==> src/design/svf_pkg.sv <==
package svf_pkg;

   // Controller states, one-hot.
   typedef enum logic [6:0] {
      ST_IDLE   = 7'b0000001,
      ST_HIGH   = 7'b0000010,
      ST_MUL_HF = 7'b0000100,
      ST_BAND   = 7'b0001000,
      ST_MUL_BF = 7'b0010000,
      ST_LOW    = 7'b0100000,
      ST_DONE   = 7'b1000000
   } svf_state_type;

   // Commands from the controller to the datapath, valid for one cycle each.
   typedef struct packed {
      logic take;       // capture the input word
      logic mul_en;     // register a new product
      logic mul_high;   // multiplier operand is highpass, else bandpass state
      logic mul_damp;   // multiplier coefficient is damping, else tuning
      logic high_en;    // form the highpass tap
      logic band_en;    // form and store the bandpass tap
      logic low_en;     // form and store the lowpass tap
      logic out_load;   // load the result register
   } svf_cmd_type;

   // Register indexes on the configuration port.
   localparam logic [1:0] REG_TUNING = 2'd0;
   localparam logic [1:0] REG_DAMPING = 2'd1;
   localparam logic [1:0] REG_SELECT = 2'd2;

   // Output selection codes.
   localparam logic [2:0] SEL_BYPASS = 3'd0;
   localparam logic [2:0] SEL_LOWPASS = 3'd1;
   localparam logic [2:0] SEL_HIGHPASS = 3'd2;
   localparam logic [2:0] SEL_BANDPASS = 3'd3;
   localparam logic [2:0] SEL_BANDSTOP = 3'd4;

   // sqrt(2) in Q2.30, rounded.
   localparam logic signed [63:0] SQRT2_Q30 = 64'sd1518500250;

endpackage

==> src/design/svf_ctrl.sv <==
module svf_ctrl (
   input  logic                clock,
   input  logic                reset,
   input  logic                req_valid,
   output logic                req_ready,
   output logic                rsp_valid,
   input  logic                rsp_ready,
   output svf_pkg::svf_cmd_type cmd
);
   import svf_pkg::*;

   svf_state_type state_ff, state_in;
   logic          rsp_valid_ff, rsp_valid_in;
   logic          out_free;
   logic          accept;

   assign out_free  = !rsp_valid_ff || rsp_ready;
   // A new word may enter while the previous result is being handed over.
   assign req_ready = (state_ff == ST_IDLE) || ((state_ff == ST_DONE) && out_free);
   assign accept    = req_valid && req_ready;
   assign rsp_valid = rsp_valid_ff;

   always_comb begin
      state_in = state_ff;
      unique case (state_ff)
         ST_IDLE:   if (accept) state_in = ST_HIGH;
         ST_HIGH:   state_in = ST_MUL_HF;
         ST_MUL_HF: state_in = ST_BAND;
         ST_BAND:   state_in = ST_MUL_BF;
         ST_MUL_BF: state_in = ST_LOW;
         ST_LOW:    state_in = ST_DONE;
         ST_DONE: begin
            if (out_free) state_in = accept ? ST_HIGH : ST_IDLE;
         end
         default:   state_in = ST_IDLE;
      endcase
   end

   always_comb begin
      cmd.take     = accept;
      cmd.mul_en   = accept || (state_ff == ST_MUL_HF) || (state_ff == ST_MUL_BF);
      cmd.mul_high = (state_ff == ST_MUL_HF);
      cmd.mul_damp = !((state_ff == ST_MUL_HF) || (state_ff == ST_MUL_BF));
      cmd.high_en  = (state_ff == ST_HIGH);
      cmd.band_en  = (state_ff == ST_BAND);
      cmd.low_en   = (state_ff == ST_LOW);
      cmd.out_load = (state_ff == ST_DONE) && out_free;
   end

   assign rsp_valid_in = cmd.out_load || (rsp_valid_ff && !rsp_ready);

   always_ff @(posedge clock) begin
      if (reset) begin
         state_ff     <= ST_IDLE;
         rsp_valid_ff <= 1'b0;
      end else begin
         state_ff     <= state_in;
         rsp_valid_ff <= rsp_valid_in;
      end
   end

   a_onehot_state: assert property (@(posedge clock) disable iff (reset)
      $onehot(state_ff)) else $error("state register is not one-hot");

   a_no_overwrite: assert property (@(posedge clock) disable iff (reset)
      cmd.out_load |-> (!rsp_valid_ff || rsp_ready))
      else $error("result register loaded while a word is still pending");

   a_accept_state: assert property (@(posedge clock) disable iff (reset)
      accept |-> ((state_ff == ST_IDLE) || (state_ff == ST_DONE)))
      else $error("input accepted while a sample is in flight");

   a_accept_starts: assert property (@(posedge clock) disable iff (reset)
      accept |=> (state_ff == ST_HIGH))
      else $error("accepted sample did not start processing");

endmodule

==> src/design/svf_datapath.sv <==
module svf_datapath #(
   parameter int SAMPLE_WIDTH    = 20,
   parameter int COEFF_FRAC_BITS = 15
) (
   input  logic                                clock,
   input  logic                                reset,
   input  svf_pkg::svf_cmd_type                cmd,
   input  logic                                csr_write,
   input  logic [1:0]                          csr_index,
   input  logic [COEFF_FRAC_BITS:0]            csr_wdata,
   input  logic signed [SAMPLE_WIDTH-1:0]      req_sample_in,
   output logic signed [SAMPLE_WIDTH-1:0]      rsp_selected_out,
   output logic signed [SAMPLE_WIDTH-1:0]      rsp_lowpass_out,
   output logic signed [SAMPLE_WIDTH-1:0]      rsp_highpass_out,
   output logic signed [SAMPLE_WIDTH-1:0]      rsp_bandpass_out,
   output logic signed [SAMPLE_WIDTH-1:0]      rsp_bandstop_out
);
   import svf_pkg::*;

   localparam int CW = COEFF_FRAC_BITS + 1;
   localparam int PW = SAMPLE_WIDTH + CW + 1;
   localparam int AW = SAMPLE_WIDTH + 3;
   localparam logic signed [PW-1:0] RoundHalf =
      {{(PW-1){1'b0}}, 1'b1} << (COEFF_FRAC_BITS - 1);
   localparam logic signed [AW-1:0] SatMax = {{4{1'b0}}, {(SAMPLE_WIDTH-1){1'b1}}};
   localparam logic signed [AW-1:0] SatMin = {{4{1'b1}}, {(SAMPLE_WIDTH-1){1'b0}}};
   localparam logic [CW-1:0] TuningReset = {{(CW-1){1'b0}}, 1'b1} << (COEFF_FRAC_BITS - 2);
   localparam logic signed [63:0] DampingWide =
      (SQRT2_Q30 + (64'sd1 <<< (29 - COEFF_FRAC_BITS))) >>> (30 - COEFF_FRAC_BITS);
   localparam logic [CW-1:0] DampingReset = DampingWide[CW-1:0];

   function automatic logic signed [AW-1:0] extend(input logic signed [SAMPLE_WIDTH-1:0] v);
      return {{3{v[SAMPLE_WIDTH-1]}}, v};
   endfunction

   // Round to nearest with ties toward plus infinity, then drop the fraction.
   function automatic logic signed [AW-1:0] round_prod(input logic signed [PW-1:0] p);
      logic signed [PW-1:0] s;
      s = (p + RoundHalf) >>> COEFF_FRAC_BITS;
      return s[AW-1:0];
   endfunction

   function automatic logic signed [SAMPLE_WIDTH-1:0] sat(input logic signed [AW-1:0] v);
      logic signed [SAMPLE_WIDTH-1:0] r;
      r = v[SAMPLE_WIDTH-1:0];
      if (v > SatMax) r = SatMax[SAMPLE_WIDTH-1:0];
      else if (v < SatMin) r = SatMin[SAMPLE_WIDTH-1:0];
      return r;
   endfunction

   logic [CW-1:0]                    tuning_ff;
   logic [CW-1:0]                    damping_ff;
   logic [2:0]                       select_ff;
   logic signed [SAMPLE_WIDTH-1:0]   x_ff;
   logic signed [PW-1:0]             prod_ff, prod_in;
   logic signed [SAMPLE_WIDTH-1:0]   high_ff, high_in;
   logic signed [SAMPLE_WIDTH-1:0]   band_ff, band_in;
   logic signed [SAMPLE_WIDTH-1:0]   low_ff, low_in;
   logic signed [SAMPLE_WIDTH-1:0]   notch_in, sel_in;
   logic signed [SAMPLE_WIDTH-1:0]   mul_a;
   logic [CW-1:0]                    mul_c;
   logic signed [AW-1:0]             rounded;

   always_ff @(posedge clock) begin
      if (reset) begin
         tuning_ff  <= TuningReset;
         damping_ff <= DampingReset;
         select_ff  <= SEL_BYPASS;
      end else if (csr_write) begin
         if (csr_index == REG_TUNING) tuning_ff <= csr_wdata;
         if (csr_index == REG_DAMPING) damping_ff <= csr_wdata;
         if (csr_index == REG_SELECT) select_ff <= csr_wdata[2:0];
      end
   end

   // One shared multiplier serves the damping and both tuning products.
   assign mul_a   = cmd.mul_high ? high_ff : band_ff;
   assign mul_c   = cmd.mul_damp ? damping_ff : tuning_ff;
   assign prod_in = PW'(mul_a) * PW'($signed({1'b0, mul_c}));
   assign rounded = round_prod(prod_ff);

   assign high_in  = sat(extend(x_ff) - rounded - extend(low_ff));
   assign band_in  = sat(rounded + extend(band_ff));
   assign low_in   = sat(rounded + extend(low_ff));
   assign notch_in = sat(extend(low_ff) + extend(high_ff));

   always_comb begin
      unique case (select_ff)
         SEL_BYPASS:   sel_in = x_ff;
         SEL_LOWPASS:  sel_in = low_ff;
         SEL_HIGHPASS: sel_in = high_ff;
         SEL_BANDPASS: sel_in = band_ff;
         SEL_BANDSTOP: sel_in = notch_in;
         default:      sel_in = '0;
      endcase
   end

   always_ff @(posedge clock) begin
      if (reset) begin
         band_ff <= '0;
         low_ff  <= '0;
      end else begin
         if (cmd.band_en) band_ff <= band_in;
         if (cmd.low_en) low_ff <= low_in;
      end
   end

   always_ff @(posedge clock) begin
      if (cmd.take) x_ff <= req_sample_in;
      if (cmd.mul_en) prod_ff <= prod_in;
      if (cmd.high_en) high_ff <= high_in;
      if (cmd.out_load) begin
         rsp_selected_out <= sel_in;
         rsp_lowpass_out  <= low_ff;
         rsp_highpass_out <= high_ff;
         rsp_bandpass_out <= band_ff;
         rsp_bandstop_out <= notch_in;
      end
   end

endmodule

==> src/design/state_variable_filter.sv <==
// State-variable filter, one signed audio sample per word.
// Input channel req_valid/req_ready carries req_sample_in. The result channel
// rsp_valid/rsp_ready carries the selected tap and the lowpass, highpass,
// bandpass and bandstop taps of that sample, all saturated.
// The configuration channel csr_valid/csr_ready writes the tuning
// coefficient (index 0), the damping (index 1) and the output selection
// (index 2); other indexes are ignored. Write it only while the filter is idle.
// Each sample passes through one shared multiplier three times, each product
// followed by a rounding and saturating add, forming the highpass, bandpass
// and lowpass taps in turn; a new word is taken only once the last is through.
// The result sits in an output register; the next sample is accepted and
// computed while it waits. If the receiver stalls, the finished sample holds
// in the controller's last state and no further word is taken until the
// result register frees up.
// Reset clears the filter state and restores tuning 0.25, damping sqrt(2) and
// bypass selection.
module state_variable_filter #(
   parameter int SAMPLE_WIDTH    = 20,
   parameter int COEFF_FRAC_BITS = 15
) (
   input  logic                            clock,
   input  logic                            reset,
   input  logic                            req_valid,
   output logic                            req_ready,
   input  logic signed [SAMPLE_WIDTH-1:0]  req_sample_in,
   output logic                            rsp_valid,
   input  logic                            rsp_ready,
   output logic signed [SAMPLE_WIDTH-1:0]  rsp_selected_out,
   output logic signed [SAMPLE_WIDTH-1:0]  rsp_lowpass_out,
   output logic signed [SAMPLE_WIDTH-1:0]  rsp_highpass_out,
   output logic signed [SAMPLE_WIDTH-1:0]  rsp_bandpass_out,
   output logic signed [SAMPLE_WIDTH-1:0]  rsp_bandstop_out,
   input  logic                            csr_valid,
   output logic                            csr_ready,
   input  logic [1:0]                      csr_index,
   input  logic [COEFF_FRAC_BITS:0]        csr_wdata
);
   import svf_pkg::*;

   svf_cmd_type cmd;

   assign csr_ready = 1'b1;

   svf_ctrl u_ctrl (
      .clock     (clock),
      .reset     (reset),
      .req_valid (req_valid),
      .req_ready (req_ready),
      .rsp_valid (rsp_valid),
      .rsp_ready (rsp_ready),
      .cmd       (cmd)
   );

   svf_datapath #(
      .SAMPLE_WIDTH    (SAMPLE_WIDTH),
      .COEFF_FRAC_BITS (COEFF_FRAC_BITS)
   ) u_datapath (
      .clock            (clock),
      .reset            (reset),
      .cmd              (cmd),
      .csr_write        (csr_valid && csr_ready),
      .csr_index        (csr_index),
      .csr_wdata        (csr_wdata),
      .req_sample_in    (req_sample_in),
      .rsp_selected_out (rsp_selected_out),
      .rsp_lowpass_out  (rsp_lowpass_out),
      .rsp_highpass_out (rsp_highpass_out),
      .rsp_bandpass_out (rsp_bandpass_out),
      .rsp_bandstop_out (rsp_bandstop_out)
   );

endmodule

==> config.mk <==
export PLATFORM = sky130hd
export DESIGN_NAME = state_variable_filter
export DESIGN_NICKNAME = d
export VERILOG_FILES = /design/src/design/svf_pkg.sv /design/src/design/svf_ctrl.sv /design/src/design/svf_datapath.sv /design/src/design/state_variable_filter.sv
export SDC_FILE = /design/constraint.sdc
export NUM_CORES = 1
export LEC_CHECK = 0
export BUFFER_PORTS_ARGS = -buffer_cell sky130_fd_sc_hd__buf_4
export CORE_ASPECT_RATIO = 1.75
export CORE_MARGIN = 3
export CORE_UTILIZATION = 52
export CTS_CLUSTER_DIAMETER = 150
export DETAILED_ROUTE_END_ITERATION = 8
export PLACE_DENSITY_LB_ADDON = 0.1
export RECOVER_POWER = 50
export SYNTH_ARGS = -nofsm -noshare
export SYNTH_HDL_FRONTEND = slang
export SYNTH_SLANG_ARGS = --single-unit
export TNS_END_PERCENT = 1
==> constraint.sdc <==
create_clock -name clock -period 21.5 [get_ports clock]
set_input_delay 4.3 -clock clock [delete_from_list [all_inputs] [get_ports clock]]
set_output_delay 4.3 -clock clock [all_outputs]
set_load 0.1 [all_outputs]
## Word level (Yosys, flattened, before mapping)

Index checks and enable logic that the tools add are counted.

| cells by class | value |
|---|---|
| add/subtract/negate cells | 6 |
| $mul | 1 |
| divide/modulo/power cells | 0 |
| order comparisons | 8 |
| eq/ne operators | 15 |
| shift operators | 0 |
| muxes and demuxes | 14 |
| bitwise gates (word level) | 0 |
| reduce and logical (&&, ||, !) cells | 17 |

Operators by type and width:

| operator | number |
|---|---|
| $mux W20 | 8 |
| $pmux W20 S5 | 1 |
| $gt A23 B20 Y1 const B | 4 |
| $lt A23 B20 Y1 const B | 4 |
| $pmux W7 S7 | 1 |
| $add A22 B20 Y23 | 2 |
| $add A37 B16 Y37 const B | 1 |
| $mul A20 B17 Y37 | 1 |
| $sub A20 B22 Y23 | 1 |
| $sub A23 B20 Y23 | 1 |
| $add A20 B20 Y21 | 1 |
| $mux W16 | 1 |
| $mux W7 | 2 |
| $reduce_and A2 Y1 | 4 |
| $eq A7 B1 Y1 const B | 1 |
| $eq A7 B2 Y1 const B | 1 |
| $eq A7 B3 Y1 const B | 1 |
| $eq A7 B4 Y1 const B | 1 |
| $eq A7 B5 Y1 const B | 1 |
| $eq A7 B6 Y1 const B | 1 |
| $eq A7 B7 Y1 const B | 1 |
| $eq A3 B2 Y1 const B | 2 |
| $logic_or A1 B1 Y1 | 6 |
| $ne A2 B1 Y1 const B | 2 |
| other kinds (9) | 12 |

| word-level totals | value |
|---|---|
| register bits after elaboration | 260 |
| bits in latches | 0 |
| RAM bits | 0 |
| ROM bits | 0 |
| bits of input ports | 43 |
| output and inout port bits | 103 |
| logic and storage cells | 76 |
| memories kept | 0 |

## Depth between registers and ports, before layout

Gate-level depths: netlist of the first run.

| depth | value |
|---|---|
| word-level depth | 8 |
| mapped depth | 29 |
| mapped depth without buffers | 27 |

## Hierarchy

From an unflattened synthesis of the first run, not the netlist that was laid out.

| unflattened totals | value |
|---|---|
| cell total of the unflattened synthesis | 2806 |
| area, all modules | 26733.1 um^2 |

By module, submodules not included:

| module | instances | cells an instance | area each (um^2) | seq. area each (um^2) |
|---|---|---|---|---|
| svf_datapath | 1 | 2750 | 26265.2 | 6396.1 |
| svf_ctrl | 1 | 54 | 456.7 | 160.2 |
| state_variable_filter | 1 | 2 | 11.3 | 0.0 |

## Worst setup path after synthesis of the first run

OpenSTA, ideal clock, no wires.

| path | value |
|---|---|
| kind | input to output |
| start | in rsp_ready |
| end | out req_ready |
| arrival time | 5.937 ns |
| data required time | 17.200 ns |
| setup slack | 11.263 ns |
| stages | 3 |
| buffers on the path | 0 |
| cell sequence | nand2b_1 -> a21oi_1 -> nor2b_1 |

| on the way | value |
|---|---|
| cells in the longest elaborated chain, start to end | 3 |

RTL lines:

| what | line | text |
|---|---|---|
| start, declared | state_variable_filter.sv:27 | `input logic rsp_ready,` |
| $logic_or A1 B1 Y1 | svf_ctrl.sv:17 | `assign out_free = !rsp_valid_ff \|\| rsp_ready;` |
| $logic_and A1 B1 Y1 | svf_ctrl.sv:19 | `assign req_ready = (state_ff == ST_IDLE) \|\| ((state_ff == ST_DONE) && out_free);` |
| $logic_or A1 B1 Y1 | svf_ctrl.sv:19 |  |
| end, declared | state_variable_filter.sv:24 | `output logic req_ready,` |

Every way passes these cells.

## Final worst setup path of the first run

Same ends and word-level chain as after synthesis.

==> flow_summary.json, run 1 <==
{
  "status": "finished with violations",
  "violations": "max-capacitance violations, max-slew violations",
  "layout-drive-gt1-share_pct": 10.5,
  "cp-end-kind": "output port",
  "port_buffers": 144,
  "leakage_nw": 13.8,
  "slew_viol_final": 85,
  "r2r_cells": 27,
  "synth_cells": 2733,
  "hold_path.class": "flop to flop",
  "grt_overflow": 0,
  "synth_enable_flop_cells": 163,
  "cts_buffers": 26,
  "final-hold-violation-count": 0,
  "grt_pass1_vias": 21500,
  "required_ps": 17200,
  "cts_root_buffer": "clkbuf_16",
  "antenna_found_initial": 2,
  "placed_area_sq_um": 28400,
  "slew_headroom_pct": -144,
  "syn2layout_area_growth_pct": 9.56,
  "ir_worst_vdd_v": 0.0000537,
  "clkSlewWorstSetupHoldPaths_ps": 60,
  "gp_congestion": 0.916,
  "finish.instance_area_sq_um": 29200,
  "synth_area_sq_um": 26600,
  "holdPathEnd": "u_datapath.tuning_ff[14]",
  "die_w_um": 177,
  "via_per_inst": 5.58,
  "syn_nets": 3321,
  "yosysSeqAreaShare_pct": 24.6,
  "grt_start_max_net_pins": 69,
  "ys_ff_latch": 246,
  "synthArstFlopShare_pct": 0,
  "dieArea_sq_um": 54100,
  "insertion_delay_ps": 570,
  "fmax_mhz": 105,
  "synth_ff_type": "edfxtp_1",
  "syn_avg_cell_area_sq_um": 9.75,
  "std_cell_rows": 109,
  "drc_errors": 0,
  "min_path_cells": 2,
  "coreArea_sq_um": 50600,
  "fin_skew_ps": 33.1,
  "cts_buffer_depth": 3,
  "power_density_nw_per_um2": 42.8,
  "initial_core_util_pct": 52.6,
  "slowest_delay_ps": 360,
  "setup-tns-final_ps": 0,
  "fillers": 4440,
  "path_cells": "clkbuf_4 > nand2b_1 > a21oi_1 > nor2b_1 > buf_4",
  "io_pins": 146,
  "nets": 3432,
  "finalCritPeriodShare_pct": 44.4,
  "max_slew.worst_pin.slew_ps": 3660,
  "drtIter0Drc": 1037,
  "crit_fanout": 5,
  "dp_hpwl_um": 58900,
  "cap_violations": 2,
  "gr-usage-all-layers_pct": 27.3,
  "cts_tree": "done",
  "yosysUniqueCellTypes": 91,
  "hp-start": "u_datapath.tuning_ff[14]",
  "ant_nets": 0,
  "dieHeight_um": 305,
  "h-tree-depth": 1,
  "routed_wl_um": 72400,
  "setup.worst_path.class": "input port to output port",
  "grt_pass1_wl_um": 114000,
  "drtPass1Iterations": 5,
  "reg2reg_setup_slack_ps": 12890,
  "yosysWarnings": 0,
  "via_count": 19700,
  "start_kind": "input port",
  "finalSetupViolCount": 0,
  "critPathSlowestCell": "buf_4",
  "cts_sinks": 246,
  "rsz0062_at_grt": "false",
  "cts_hold_buffers": 0,
  "min_period_ps": 9550,
  "rr_startpoint": "u_ctrl.state_ff[0]",
  "cts_resized": 0,
  "crit_arrival_ps": 5250,
  "worstReg2RegEnd": "u_datapath.prod_ff[36]",
  "post_drt_wl_per_cell_um": 20.5,
  "postCtsSetupBuffers": 0
}
[cell type report]
| cell class | count | area [sq um] | area share, % |
|---|---|---|---|
| well taps | 666 | 833 | 2.86 |
| repair buffers | 164 | 1160 | 3.99 |
| inverters | 551 | 2070 | 7.09 |
| clock buffers | 35 | 747 | 2.56 |
| diodes | 1 | 2.50 | 0.00857 |
| flip-flops and latches | 246 | 6560 | 22.5 |
| multi-input cells | 1855 | 17700 | 60.6 |
| clock inverters | 13 | 121 | 0.416 |
[routing by layer]
layer / wire (um) / track usage (%)
met5: 0 / 0
met4: 4400 / 14.1
met3: 3540 / 2.97
met2: 39500 / 52.1
met1: 25000 / 28.9
[worst max path at each step]
stage          startpoint   endpoint  slack [ps]  cells past startpoint
2_1_floorplan   rsp_ready  req_ready       11260                      3
3_3_place_gp    rsp_ready  req_ready       11970                      5
3_5_place_dp    rsp_ready  req_ready       11960                      5
4_1_cts         rsp_ready  req_ready       11960                      5
5_1_grt         rsp_ready  req_ready       11880                      5
6_report        rsp_ready  req_ready       11950                      5
[synth_stat cells (all sizes together) (6+ instances only)]
library cell,count,area share (%)
a221oi,20,0.92
a221o,16,0.60
a21o,66,1.9
a211o,9,0.30
nand4,11,0.26
fa,344,26
nor2,203,2.9
maj3,13,0.49
nand2b,24,0.56
nand3,19,0.36
mux2,31,1.3
o21ai,68,1.3
a31o,6,0.20
nand2,323,4.6
and3,18,0.42
ha,201,9.4
a21oi,105,2.0
a21boi,6,0.18
nor3,22,0.41
or2,6,0.14
and2,20,0.49
mux4,20,1.7
xnor2,76,2.5
mux2i,36,1.4
inv,551,7.8
nand3b,17,0.48
o21a,23,0.65
a211oi,11,0.39
dfxtp,83,6.2
buf,26,0.55
clkbuf,55,0.78
a31oi,10,0.23
xor2,42,1.4
nor2b,16,0.38
edfxtp,163,18
[flip-flops by register name, indices dropped and copies added, names as in the netlist, 7 cells and up]
name                         flops
u_datapath.rsp_lowpass_out      20
u_datapath.rsp_bandstop_out     20
u_datapath.damping_ff           16
u_datapath.low_ff               20
u_datapath.high_ff              20
u_datapath.tuning_ff            16
u_datapath.rsp_highpass_out     20
u_ctrl.state_ff                  7
u_datapath.rsp_selected_out     20
u_datapath.prod_ff              23
u_datapath.rsp_bandpass_out     20
u_datapath.x_ff                 20
u_datapath.band_ff              20
[power by group]
group	leakage, nW	switching [W]	internal [W]	total, W
registers	2.18	0.0000123	0.000524	0.000536
clock network	0.417	0.000201	0.000259	0.000460
logic	11.2	0.000151	0.000102	0.000253
total	13.8	0.000364	0.000885	0.00125
[cells in the final DEF (no fill, tap or decap), types with 18 or more instances in the layout]
master,n
a21o_1,66
a21oi_1,104
and3_1,18
buf_4,127
clkbuf_1,23
clkbuf_16,28
clkbuf_4,19
dfxtp_1,83
edfxtp_1,163
fa_1,344
ha_1,201
inv_1,551
mux2_2,31
mux2i_1,33
mux4_2,20
nand2_1,313
nand2b_1,24
nand3_1,18
nor2_1,202
nor3_1,21
o21a_1,23
o21ai_0,66
xnor2_1,76
xor2_1,42
[worst max-delay path: cells and delay by family]
family / cells / cell delay, ps
buffers and inverters: 2 / 460
and+or+nand+nor: 2 / 370
AOI/OAI and AO/OA: 1 / 100
[kinds of logic after synthesis]
group / count (synthesis) / share of synthesized area, %
flip-flops: 246 / 24.6
XOR/XNOR: 118 / 3.88
adder cells (fa/ha/maj): 558 / 35.8
multiplexers: 87 / 4.35
other: 1 / 0.0141
AND/OR/NAND/NOR: 704 / 11.9
buffers and inverters: 632 / 9.09
AO/OA/AOI/OAI: 387 / 10.4
[through the flow]
stage	util (%)	power (W)	hold WS [ps]	cells	worst slack, ps
floorplan	-	0.000728	433	2733	11260
global placement	56.1	0.000793	440	3482	11970
detailed placement	56.1	0.000798	446	3482	11960
CTS	57.8	0.00126	455	3530	11960
global route	57.7	0.00131	468	3530	11880
finish	57.7	0.00125	453	3531	11950
Note: power is estimated with default switching activity, not from simulation.
==> run 2, diff against run 1 <==
==> constraint.sdc (replaced) <==
create_clock -name clock -period 9.4 [get_ports clock]
set_input_delay 1.88 -clock clock [delete_from_list [all_inputs] [get_ports clock]]
set_output_delay 1.88 -clock clock [all_outputs]
set_load 0.1 [all_outputs]
==> run 2 against run 1 <==
Effect of this change:
- the run still ends with max-capacitance violations, max-slew violations left
- die area unchanged
- via count up 1.1%
- sequential cell count unchanged
- sequential share of layout area about the same
- worst setup slack worse by 11000 ps
- clock power up 140%
- final cell count up 0.74%
- clock skew down 9.7 ps
- routed wire length up 4.0%
- power up 130%
- sequential power up 130%
==> flow_summary.json, run 2 (synthesis gave the netlist of run 1 again) <==
{
  "status": "finished with violations",
  "violations": "max-capacitance violations, max-slew violations",
  "std_cell_rows": 109,
  "finalPower_w": 0.00290,
  "fmax_mhz": 113,
  "critPathSlowestCell": "mux2i_1",
  "slew_viol_final": 65,
  "critPathTopFamily": "adder cells",
  "fillers": 4506,
  "whs_ps": 454,
  "cts_resized": 0,
  "dieArea_sq_um": 54100,
  "ir_worst_vdd_v": 0.000113,
  "clkSlewWorstSetupHoldPaths_ps": 70,
  "slowest_delay_ps": 610,
  "h-tree-depth": 1,
  "cts_tree": "done",
  "grt_start_max_net_pins": 83,
  "post_drt_wl_per_cell_um": 21.2,
  "reg2reg_setup_slack_ps": 590,
  "power_density_nw_per_um2": 99.4,
  "postCtsSetupBuffers": 0,
  "cpMostUsedCell": "fa_1",
  "crit_arrival_ps": 9120,
  "min_period_ps": 8810,
  "grt_pass1_vias": 21400,
  "via_count": 19900,
  "die_w_um": 177,
  "layout-drive-gt1-share_pct": 9.52,
  "setup.worst_path.class": "flop to flop",
  "required_ps": 9710,
  "nets": 3458,
  "finalWorstSetupSlack_ps": 589,
  "drtPass1Iterations": 5,
  "insertion_delay_ps": 580,
  "via_per_inst": 5.60,
  "start_kind": "flop",
  "crit_fanout": 14,
  "gr-usage-all-layers_pct": 27.9,
  "path_buf_inv": 5,
  "final_cell_mix": "inv_1, fa_1, nand2_1",
  "drtIter0Drc": 1122,
  "coreArea_sq_um": 50600,
  "cts_root_buffer": "clkbuf_16",
  "r2r_cells": 25,
  "fin_skew_ps": 23.3,
  "cts_sinks": 246,
  "cts_buffer_depth": 3,
  "setup-tns-final_ps": 0,
  "layout_commonest_cell": "inv_1",
  "io_pins": 146,
  "final_util_pct": 57.7,
  "hp-start": "u_datapath.tuning_ff[0]",
  "gp_congestion": 0.943,
  "rsz0062_at_grt": "false",
  "preCtsSetupSlack_ps": 603,
  "ant_nets": 0,
  "dieHeight_um": 305,
  "slew_headroom_pct": -145,
  "finalCritPeriodShare_pct": 93.7,
  "min_path_cells": 2,
  "final-hold-violation-count": 0,
  "rr_startpoint": "u_ctrl.state_ff[0]",
  "dp_hpwl_um": 62200,
  "max_slew.worst_pin.slew_ps": 3680,
  "cp-end-kind": "flop",
  "antenna_found_initial": 1,
  "largest_reg_flops": 23,
  "holdPathEnd": "u_datapath.tuning_ff[0]",
  "routed_wl_um": 75300,
  "cts_hold_buffers": 0,
  "leakage_nw": 13.8,
  "initial_core_util_pct": 52.6,
  "grt_pass1_wl_um": 115000,
  "cts_buffers": 26,
  "port_buffers": 144,
  "finalSetupViolCount": 0,
  "grt_overflow": 0,
  "worstReg2RegEnd": "u_datapath.prod_ff[36]",
  "cap_violations": 1,
  "syn2layout_area_growth_pct": 9.64,
  "hold_path.class": "flop to flop",
  "regMostFlops": "u_datapath.prod_ff",
  "drc_errors": 0
}
## run 2: changes by cell type in the layout (fill, tap and decap cells not counted), sizes merged
| cell | delta |
|---|---|
| inv | -4 |
| clkbuf | +54 |
| clkinvlp | -1 |
| bufinv | +2 |
| clkinv | +6 |
| buf | -31 |
## run 2: routing by layer
metal	wire length (um)	GRT usage [%]	vias up	part of all wire (%)
met1	26200	29.3	9951	35
met4	4890	15.1	0	6.5
met5	0	0	-	0
met3	3460	2.81	222	4.6
met2	40700	53.4	673	54
li1	-	-	9071	-
## run 2: area by class of cell
type	instances	area, sq um	share of cell area [%]
Clock inverter	16	185	0.634
Tap cell	666	833	2.85
Inverter	551	2070	7.08
Multi-Input combinational cell	1855	17700	60.6
Sequential cell	246	6560	22.4
Antenna cell	1	2.50	0.00857
Clock buffer	32	719	2.46
Timing Repair Buffer	190	1150	3.93
## run 2: how the worst max path moves through the flow
stage | from | end | cells past startpoint
global placement | u_ctrl.state_ff[0] | u_datapath.prod_ff[36] | 25
floorplan | u_ctrl.state_ff[0] | u_datapath.prod_ff[33] | 28
global route | u_ctrl.state_ff[0] | u_datapath.prod_ff[36] | 25
CTS | u_ctrl.state_ff[0] | u_datapath.prod_ff[36] | 25
detailed placement | u_ctrl.state_ff[0] | u_datapath.prod_ff[36] | 25
finish | u_ctrl.state_ff[0] | u_datapath.prod_ff[36] | 25
## run 2: metrics by stage
step	instance area [sq um]	std cells
2_1_floorplan	26600	2733
3_3_place_gp	28600	3508
3_5_place_dp	28600	3508
4_1_cts	29500	3556
5_1_grt	29200	3556
6_report	29200	3557
## run 2: worst reg2reg max path: stages, from the launching register on
cell	delay (ps)
dfxtp_1	340
or4_1	570
nor3_2	580
buf_4	360
mux2i_1	610
nor2_1	160
fa_1	560
inv_1	60
fa_1	530
inv_1	50
fa_1	490
fa_1	450
fa_1	490
inv_1	50
fa_1	480
inv_1	50
ha_1	340
and4_1	260
nand2_1	70
a211o_1	350
o21ai_0	480
a41o_1	360
a41oi_1	180
o31ai_1	390
a21oi_1	150
xnor2_1	140
## run 2: power by group
part | switching (W) | internal, W | leakage (nW) | total, W
logic | 0.000346 | 0.000235 | 11.1 | 0.000581
clock network | 0.000463 | 0.000632 | 0.443 | 0.00109
registers | 0.0000278 | 0.00120 | 2.18 | 0.00123
==> run 3, diff against run 2 <==
--- a/config.mk
+++ b/config.mk
@@ -13,6 +13,7 @@
 export DETAILED_ROUTE_END_ITERATION = 8
 export PLACE_DENSITY_LB_ADDON = 0.1
 export RECOVER_POWER = 50
+export REMOVE_ABC_BUFFERS = 1
 export SYNTH_ARGS = -nofsm -noshare
 export SYNTH_HDL_FRONTEND = slang
 export SYNTH_SLANG_ARGS = --single-unit
==> run 3 against run 2 <==
Effect of this change:
- the flow still finishes with violations (max-capacitance violations, max-slew violations)
- hold slack lost 1.8 ps
- critical path depth is the same
- first-iteration DRC count shrank 7.0%
- clock power is essentially flat
- sequential power is essentially flat
- final cell count shrank 0.67%
- cell area shrank 0.41%
- highest routed layer unchanged
==> flow_summary.json, run 3 (synthesis gave the netlist of run 1 again) <==
{
  "start_kind": "flop",
  "largest_reg_flops": 23,
  "initial_core_util_pct": 52.6,
  "final-hold-violation-count": 0,
  "port_buffers": 144,
  "cp-end-kind": "flop",
  "status": "finished with violations",
  "drtIter0Drc": 1043,
  "grt_overflow": 0,
  "via_per_inst": 5.59,
  "cts_buffers": 26,
  "crit_arrival_ps": 9030,
  "setup.worst_path.class": "flop to flop",
  "regMostFlops": "u_datapath.prod_ff",
  "h-tree-depth": 1,
  "gp_congestion": 0.943,
  "r2r_cells": 25,
  "finalSetupViolCount": 0,
  "std_cell_rows": 109,
  "cts_resized": 0,
  "ir_worst_vdd_v": 0.000122,
  "cts_root_buffer": "clkbuf_16",
  "coreArea_sq_um": 50600,
  "leakage_nw": 13.7,
  "hold_path.class": "flop to flop",
  "syn2layout_area_growth_pct": 9.19,
  "gr-usage-all-layers_pct": 27.5,
  "violations": "max-capacitance violations, max-slew violations",
  "seqCellArea_sq_um": 6560,
  "fin_skew_ps": 24.3,
  "min_period_ps": 8730,
  "crit_fanout": 23,
  "dp_hpwl_um": 59900,
  "cts_buffer_depth": 3,
  "fillers": 4547,
  "power_density_nw_per_um2": 98.9,
  "fmax_mhz": 115,
  "ant_nets": 0,
  "nets": 3437,
  "slew_viol_final": 65,
  "insertion_delay_ps": 570,
  "whs_ps": 452,
  "cap_violations": 1,
  "finish.instance_area_sq_um": 29100,
  "grt_pass1_wl_um": 115000,
  "max_slew.worst_pin.slew_ps": 3370,
  "dieArea_sq_um": 54100,
  "cts_sinks": 246,
  "clkSlewWorstSetupHoldPaths_ps": 60,
  "rsz0062_at_grt": "false",
  "drc_errors": 0,
  "cts_tree": "done",
  "routed_wl_um": 72700,
  "io_pins": 146,
  "antenna_found_initial": 0,
  "postCtsSetupBuffers": 0,
  "hp-start": "u_datapath.tuning_ff[1]",
  "dieHeight_um": 305,
  "layout-drive-gt1-share_pct": 9.14,
  "grt_start_max_net_pins": 69,
  "required_ps": 9700,
  "cp-endpoint": "u_datapath.prod_ff[36]",
  "cts_hold_buffers": 0,
  "multi_input_area_sq_um": 17700,
  "drtPass1Iterations": 5,
  "finalCritPeriodShare_pct": 92.9,
  "via_count": 19700,
  "post_drt_wl_per_cell_um": 20.6,
  "final_cell_mix": "inv_1, fa_1, nand2_1",
  "reg2reg_setup_slack_ps": 670,
  "antenna_cells": 0,
  "die_w_um": 177,
  "placed_area_sq_um": 28400,
  "startpoint": "u_ctrl.state_ff[0]",
  "layout_commonest_cell": "inv_1",
  "worstReg2RegEnd": "u_datapath.prod_ff[36]",
  "slew_headroom_pct": -124,
  "grt_pass1_vias": 21600,
  "rr_startpoint": "u_ctrl.state_ff[0]"
}
## run 3: cell types whose count changed in the layout (fill, tap and decap cells not counted), moves of 2 or more
cell / change
mux2i_1: -2
mux2i_2: +2
buf_4: -7
clkbuf_1: -12
clkinv_1: +4
clkbuf_8: -2
## run 3: worst min-delay path by stage
stage,end,depth (start not counted)
3_5_place_dp,u_datapath.tuning_ff[1],2
4_1_cts,u_datapath.tuning_ff[1],2
5_1_grt,u_datapath.tuning_ff[0],2
6_report,u_datapath.tuning_ff[1],2
3_3_place_gp,u_datapath.tuning_ff[1],2
2_1_floorplan,u_datapath.tuning_ff[0],2
## run 3: final cells by class
class | instances | share of cell area [%]
clock buffers | 29 | 2.28
clock inverters | 17 | 0.770
multi-input cells | 1855 | 60.9
flip-flops and latches | 246 | 22.5
inverters | 551 | 7.11
well taps | 666 | 2.86
repair buffers | 169 | 3.59
## run 3: layer usage
layer | global-route usage [%] | vias up | wire [um]
met5 | 0 | - | 0
met4 | 12.5 | 0 | 3810
met3 | 2.39 | 203 | 2940
met2 | 53.6 | 618 | 40000
met1 | 29.5 | 9897 | 25900
li1 | - | 9023 | -
## run 3: power by group
part	total (W)	internal (W)	switching, W
Clock	0.00107	0.000622	0.000451
Combinational	0.000579	0.000232	0.000347
Sequential	0.00123	0.00120	0.0000266
Total	0.00288	0.00205	0.000825
## run 3: per-stage QoR
step	utilization (%)	setup TNS [ps]	std cells	total power, W	setup WS [ps]
after global placement	56.2	0	3487	0.00181	928
after global routing	57.5	0	3533	0.00299	75.6
after detailed placement	56.2	0	3487	0.00182	708
final	57.5	0	3533	0.00288	669
after CTS	57.9	0	3533	0.00290	680
after floorplan	-	-1240	2652	0.00165	-431
## run 3: critical path: stages, from the launching register on
cell and delay [ps]:
dfxtp_1 350, nor4_1 530, nand3_2 390, buf_4 360
mux2i_1 630, nor2_1 170, fa_1 580, inv_1 50
fa_1 490, fa_1 520, inv_1 50, fa_1 480
fa_1 490, inv_1 60, fa_1 530, inv_1 40
ha_1 300, and4_1 240, nand2_1 70, a211o_1 290
o21ai_0 620, a41o_1 380, a41oi_1 170, o31ai_1 370
a21oi_1 150, xnor2_1 130
